File: src/rtl/sis_pkg.sv
// Shared types and constants for the sorted integer set.
`timescale 1ns / 1ps
`default_nettype none
package sis_pkg;

  localparam int VALUE_W = 32;
  localparam int KIND_W  = 2;
  localparam int COUNT_OUT_W = 5;

  typedef logic signed [VALUE_W-1:0] value_t;

  // Request codes carried on the input tuser; code 3 is ignored.
  typedef enum logic [KIND_W-1:0] {
    KIND_INSERT = 2'd0,
    KIND_REMOVE = 2'd1,
    KIND_LOOKUP = 2'd2
  } kind_t;

  // Per-cell update command for the apply cycle.
  typedef struct packed {
    logic ins;
    logic rem;
  } cell_ctrl_t;

  typedef enum logic {
    ST_IDLE  = 1'b0,
    ST_APPLY = 1'b1
  } st_t;

endpackage
`default_nettype wire

File: src/rtl/sis_cell.sv
// One storage cell of the sorted chain: holds an entry, compares, and shifts.
`timescale 1ns / 1ps
`default_nettype none
module sis_cell (
  input  logic                clk,
  input  logic                cmp_en,
  input  sis_pkg::value_t     cmp_value,
  input  logic                valid,
  input  sis_pkg::cell_ctrl_t ctrl,
  input  sis_pkg::value_t     req_value,
  input  logic                prev_lt,
  input  sis_pkg::value_t     left_value,
  input  sis_pkg::value_t     right_value,
  output sis_pkg::value_t     value,
  output logic                lt,
  output logic                eq
);
  import sis_pkg::*;

  // Compare the incoming request value against this entry.
  always_ff @(posedge clk) begin
    if (cmp_en) begin
      lt <= valid && (value < cmp_value);
      eq <= valid && (value == cmp_value);
    end
  end

  // Entries below the insertion point stay; the others move by one place.
  always_ff @(posedge clk) begin
    if (ctrl.ins && !lt) begin
      value <= prev_lt ? req_value : left_value;
    end else if (ctrl.rem && !lt) begin
      value <= right_value;
    end
  end

endmodule
`default_nettype wire

File: src/rtl/sorted_integer_set.sv
// Top level of the sorted integer set: request handling, cell chain and result register.
//
// Usage:
//   Requests arrive on the s_ group: s_tuser carries the kind (insert, remove,
//   lookup; code 3 is ignored) and s_tdata the signed 32-bit value. Each
//   request yields exactly one result on the m_ group: success, overflow and
//   the number of held values (modulo 32).
//   At the accept edge every cell of the chain compares its entry with the
//   value in parallel and stores the outcome; at the apply edge, once the
//   result register is free, the chain shifts by one place where needed and
//   the result is registered, raising m_tvalid. A new request is accepted
//   only after the previous one has been applied, set by this compare-then-
//   shift pass through the cell chain.
//   The result register decouples the output: s_tready returns while a
//   result waits. If a second result is ready before the first is taken, the
//   chain holds its update until m_tready frees the register.
//   Reset clears the count and the handshake state; the set is then empty.
`timescale 1ns / 1ps
`default_nettype none
module sorted_integer_set #(
  parameter int CAPACITY = 16
) (
  input  logic        clk,
  input  logic        rst,
  input  logic        s_tvalid,
  output logic        s_tready,
  input  logic [31:0] s_tdata,   // [31:0] value
  input  logic [1:0]  s_tuser,   // [1:0] kind
  output logic        m_tvalid,
  input  logic        m_tready,
  output logic [7:0]  m_tdata    // [0] success, [1] overflow, [6:2] element_count, [7] zero
);
  import sis_pkg::*;

  localparam int CW = $clog2(CAPACITY + 1);

  st_t state, state_next;
  logic accept, apply_go;

  kind_t  req_kind;
  value_t req_value;
  logic [CW-1:0] count, count_next;

  logic [CAPACITY-1:0] valid_vec, lt_vec, eq_vec;
  value_t cell_value [CAPACITY];
  cell_ctrl_t ctrl;

  logic present, full, success_next, overflow_next;
  logic out_success, out_overflow;
  logic [COUNT_OUT_W-1:0] out_count;

  assign accept = s_tvalid && s_tready;

  // State register.
  always_ff @(posedge clk) begin
    if (rst) begin
      state <= ST_IDLE;
    end else begin
      state <= state_next;
    end
  end

  // Next state: apply only once the result register is free.
  always_comb begin
    state_next = state;
    s_tready   = 1'b0;
    apply_go   = 1'b0;
    unique case (state)
      ST_IDLE: begin
        s_tready = 1'b1;
        if (s_tvalid) begin
          state_next = ST_APPLY;
        end
      end
      ST_APPLY: begin
        if (!m_tvalid || m_tready) begin
          apply_go   = 1'b1;
          state_next = ST_IDLE;
        end
      end
      default: state_next = ST_IDLE;
    endcase
  end

  // Capture the request.
  always_ff @(posedge clk) begin
    if (accept) begin
      req_kind  <= kind_t'(s_tuser);
      req_value <= value_t'(s_tdata);
    end
  end

  // Decide the outcome from the stored compare flags.
  assign present = |eq_vec;
  assign full    = (count == CW'(CAPACITY));

  always_comb begin
    ctrl          = '0;
    success_next  = 1'b0;
    overflow_next = 1'b0;
    count_next    = count;
    case (req_kind)
      KIND_INSERT: begin
        if (!present) begin
          if (full) begin
            overflow_next = 1'b1;
          end else begin
            ctrl.ins     = apply_go;
            success_next = 1'b1;
            count_next   = count + CW'(1);
          end
        end
      end
      KIND_REMOVE: begin
        if (present) begin
          ctrl.rem     = apply_go;
          success_next = 1'b1;
          count_next   = count - CW'(1);
        end
      end
      KIND_LOOKUP: success_next = present;
      default: ;
    endcase
  end

  // Count register.
  always_ff @(posedge clk) begin
    if (rst) begin
      count <= '0;
    end else if (apply_go) begin
      count <= count_next;
    end
  end

  // Cell chain: each cell sees its neighbors' entries and the left compare flag.
  for (genvar gi = 0; gi < CAPACITY; gi++) begin : g_cell
    logic   prev_lt_w;
    value_t left_w, right_w;

    assign valid_vec[gi] = (count > CW'(gi));

    if (gi == 0) begin : g_first
      assign prev_lt_w = 1'b1;
      assign left_w    = cell_value[gi];
    end else begin : g_mid_l
      assign prev_lt_w = lt_vec[gi-1];
      assign left_w    = cell_value[gi-1];
    end

    if (gi == CAPACITY - 1) begin : g_last
      assign right_w = cell_value[gi];
    end else begin : g_mid_r
      assign right_w = cell_value[gi+1];
    end

    sis_cell u_cell (
      .clk         (clk),
      .cmp_en      (accept),
      .cmp_value   (value_t'(s_tdata)),
      .valid       (valid_vec[gi]),
      .ctrl        (ctrl),
      .req_value   (req_value),
      .prev_lt     (prev_lt_w),
      .left_value  (left_w),
      .right_value (right_w),
      .value       (cell_value[gi]),
      .lt          (lt_vec[gi]),
      .eq          (eq_vec[gi])
    );
  end

  // Result register.
  always_ff @(posedge clk) begin
    if (rst) begin
      m_tvalid <= 1'b0;
    end else if (apply_go) begin
      m_tvalid <= 1'b1;
    end else if (m_tready) begin
      m_tvalid <= 1'b0;
    end
  end

  always_ff @(posedge clk) begin
    if (apply_go) begin
      out_success  <= success_next;
      out_overflow <= overflow_next;
      out_count    <= COUNT_OUT_W'(count_next);
    end
  end

  assign m_tdata = {1'b0, out_count, out_overflow, out_success};

  // The count never passes the capacity.
  a_count_bound: assert property (@(posedge clk) disable iff (rst)
    count <= CW'(CAPACITY))
    else $error("held count exceeds capacity");

  // Entries below the value form a contiguous run from cell zero.
  a_lt_thermo: assert property (@(posedge clk) disable iff (rst)
    (state == ST_APPLY) |-> (((lt_vec + CAPACITY'(1)) & lt_vec) == '0))
    else $error("less-than flags are not a prefix");

  // At most one cell can match a value.
  a_eq_single: assert property (@(posedge clk) disable iff (rst)
    (state == ST_APPLY) |-> $onehot0(eq_vec))
    else $error("duplicate entries in the set");

  // An applied request always leaves a result waiting.
  a_apply_result: assert property (@(posedge clk) disable iff (rst)
    apply_go |=> m_tvalid)
    else $error("applied request produced no result");

  // Overflow is never reported together with success.
  a_ovf_excl: assert property (@(posedge clk) disable iff (rst)
    m_tvalid |-> !(out_overflow && out_success))
    else $error("overflow with success");

  // The count only moves when a request is applied.
  a_count_move: assert property (@(posedge clk) disable iff (rst)
    !apply_go |=> $stable(count))
    else $error("count changed without an applied request");

endmodule
`default_nettype wire

File: config.mk
export PLATFORM = sky130hd
export DESIGN_NAME = sorted_integer_set
export DESIGN_NICKNAME = d
export VERILOG_FILES = /design/src/rtl/sis_pkg.sv /design/src/rtl/sis_cell.sv /design/src/rtl/sorted_integer_set.sv
export SDC_FILE = /design/constraint.sdc
export NUM_CORES = 2
export LEC_CHECK = 0
export BUFFER_PORTS_ARGS = -buffer_cell sky130_fd_sc_hd__buf_2
export CORE_AREA = 2 2 319 321
export CTS_CLUSTER_DIAMETER = 100
export CTS_CLUSTER_SIZE = 25
export DETAILED_ROUTE_END_ITERATION = 8
export DIE_AREA = 0 0 321 323
export GPL_TIMING_DRIVEN = 0
export PLACE_DENSITY = 0.58
export SYNTH_ARGS = -nofsm -noshare
export SYNTH_HDL_FRONTEND = slang
export SYNTH_SLANG_ARGS = --single-unit
File: constraint.sdc
create_clock -name clk -period 5.8 [get_ports clk]
set_input_delay 0.29 -clock clk [delete_from_list [all_inputs] [get_ports clk]]
set_output_delay 0.29 -clock clk [all_outputs]
set_load 0.02 [all_outputs]
==> metrics <==
P_leak 17.2 nW; RD Place Congestion 0.879; Clock Latency Late Sink 620 ps; Worst Hold Path EP count[2]; power consumption 9.17 mW; Syn. warnings 0; vias in the first global route 28200; placed cell count about 5100; Std-Cell Core Area 101000 µm²; htree depth 2; Final setup viols 0; CP Launch Type flip-flop; I/O Buffers 45; dpl hpwl 94.7 mm; Post-Syn Area between 30000 and 40000 µm²; CP Max Fanout 32; area leader, netlist edfxtp_1; Hold Crit Start rst; slowest stage cell, crit path nor2_4; clock sink count ~590; Max-slew headroom 14.0%; Worst VDD drop 180 µV; clock transition at the registers of the reported paths approximately 100 ps; Synth async-reset ratio 0%; worst path cell trace or4_1 > nor4_4 > nand3_1 > nand2_1 > nand2_1 > clkbuf_2 > nor2_4; #FFs+latches synth 592; Crit Reg-Reg Startpoint g_cell[11].u_cell.eq; Initial Util about 40%; clock buffer depth 3; Antenna Violating Nets Remaining 0; Post-Layout Cell Count 5180; Overflow after GRT 0; CP Data Required Time 6000 ps; Area growth syn-to-layout 9.25%; drt wl/cell 22.1 µm; NumNets Final ~4400; element type at the critical path end flip-flop; CTS root buf clkbuf_16; top cells by area, synth edfxtp_1 44%, ha_1 16%, mux2i_1 11%, a21oi_1 8.1%, nor2_1 5.0%; Bufs and invs on worst path 1; Max-Cap Viols 0; Tmin final 4440 ps; Total Routing Usage GR 21.6%; synth cell count leaders 645 x a21oi_1, 585 x edfxtp_1, 532 x nor2_1; Slew @ Worst Pin 1270 ps; Crit path top cell by count nand2_1; fill count 9637; Initial DRC Count 2064; RSZ-0062 raised after global routing false; final WL between 100 and 150 mm; hold_ws 78.7 ps; area share of the largest cell type after synthesis 44.1%; vias per cell 5.62; postcts setup bufs 0; largest net degree at the start of global routing 33; delay-heaviest family, CP simple AND/OR/NAND/NOR gates; reg2reg end g_cell[2].u_cell.value[5]; Die H 323 µm; post-synth cell types 57; CTS Buf Count 36; Syn Area/Cell 10.7 µm²; Final Hold Vio Count 0; first-pass GRT wire length 172 mm; R2R Setup Slk roughly 1400 ps; syn nets around 4300; ys flop type edfxtp_1; IO Count 48; die area 104000 µm²; Setup Skew between 40 and 50 ps; power density cells between 200 and 250 nW/µm²; Worst EP arrival 4650 ps; FF+latch area 17700 µm²; most frequent cell after synthesis a21oi_1; Slew Viols, Final 0; period utilisation layout about three quarters; Hold Crit Depth 2; Setup CP Type reg -> reg; Seq/Total Area, Yosys between 40 and 50%; fmax 225 MHz; Multi-input gate area 21200 µm²; # rows between 100 and 150; vias just under 30000; R2R depth 7; initial antenna violation count 0; DIE WIDTH 321 µm; Post-synth EDFFs 585; DRC 0; status complete, no violations; CTS tree built; Post-Syn Instances 3721; layout cells sized above 1 7.29%; DR pass1 iterations 6; Worst path max stage delay 880 ps; Worst Hold Class in -> reg
==> per-stage QoR <==
step / setup slack [ps] / TNS (ps) / instance area [µm²] / util [%]
6_report: 1360 / 0 / 43600 / 43.3
4_1_cts: 1390 / 0 / 43600 / 43.2
2_1_floorplan: 2020 / 0 / 39900 / -
3_5_place_dp: 1470 / 0 / 42000 / 41.7
5_1_grt: 1230 / 0 / 43600 / 43.2
3_3_place_gp: -1080 / -70050 / 41700 / 41.4
==> how the worst max path moves through the flow <==
stage | cells past startpoint | startpoint | slack, ps | end
finish | 7 | g_cell[11].u_cell.eq | 1360 | g_cell[2].u_cell.value[5]
global route | 7 | g_cell[11].u_cell.eq | 1230 | g_cell[2].u_cell.value[11]
CTS | 7 | g_cell[11].u_cell.eq | 1390 | g_cell[2].u_cell.value[11]
detailed placement | 7 | g_cell[11].u_cell.eq | 1470 | g_cell[2].u_cell.value[5]
global placement | 2 | s_tvalid | -1080 | req_value[7]
floorplan | 5 | g_cell[3].u_cell.eq | 2020 | g_cell[15].u_cell.value[0]
==> registers in the layout (all words and copies together), names as in the netlist <==
register / flops
req_kind: 2
out_count: 5
g_cell.u_cell.lt: 16
g_cell.u_cell.value: 512
count: 5
req_value: 32
out_success: 1
out_overflow: 1
g_cell.u_cell.eq: 16
m_tvalid: 1
state: 1
==> final cells by class <==
type	instances	share of cell area (%)
inverters	76	0.655
clock inverters	25	0.718
multi-input cells	2861	48.6
repair buffers	85	1.55
plain buffers	192	1.88
flip-flops and latches	592	40.6
clock buffers	38	2.13
well taps	1309	3.76
diodes	2	0.0115
==> report_power, final <==
group          leakage (nW)  switching, mW  total, mW  internal (mW)
Sequential             5.40         0.0893       4.85           4.76
Combinational          11.2          0.778       1.24          0.466
Clock                 0.597           1.67       3.08           1.41
Total                  17.2           2.54       9.17           6.63
==> layout by cell type (no fill, tap or decap), drive strengths merged, types with 33 or more instances in the layout <==
| cell | count |
|---|---|
| a21oi | 645 |
| edfxtp | 585 |
| nor2 | 541 |
| ha | 520 |
| mux2i | 449 |
| clkbuf | 156 |
| nand2 | 136 |
| buf | 124 |
| inv | 85 |
| nand4 | 71 |
| mux2 | 70 |
| o21ai | 65 |
| a21o | 51 |
| and4 | 44 |
| dlygate4sd3 | 35 |
| nand3 | 33 |
==> layer usage <==
metal	vias to the layer above	GRT usage (%)	share of wire, %
li1	14400	-	-
met1	14000	29.7	46
met2	621	36.3	46
met3	131	1.58	3.7
met4	0	7.09	3.3
met5	-	0	0
==> cells by family after synthesis <==
kind of cell	after synthesis	synth area share (%)
AOI/OAI and AO/OA	889	12.5
xor gates and xnor gates	1	0.0220
adders and majority gates	520	16.3
buffers and inverters	268	2.76
DFF	592	44.4
muxes	519	13.2
other	1	0.00941
and+or+nand+nor	931	10.7
==> timing repair <==
action / CTS / global route
endpoints found under the hold margin: 35 / 0
hold buffers: 35 / 0
resized for setup: 0 / 0
(Power assumes the default switching activity.)
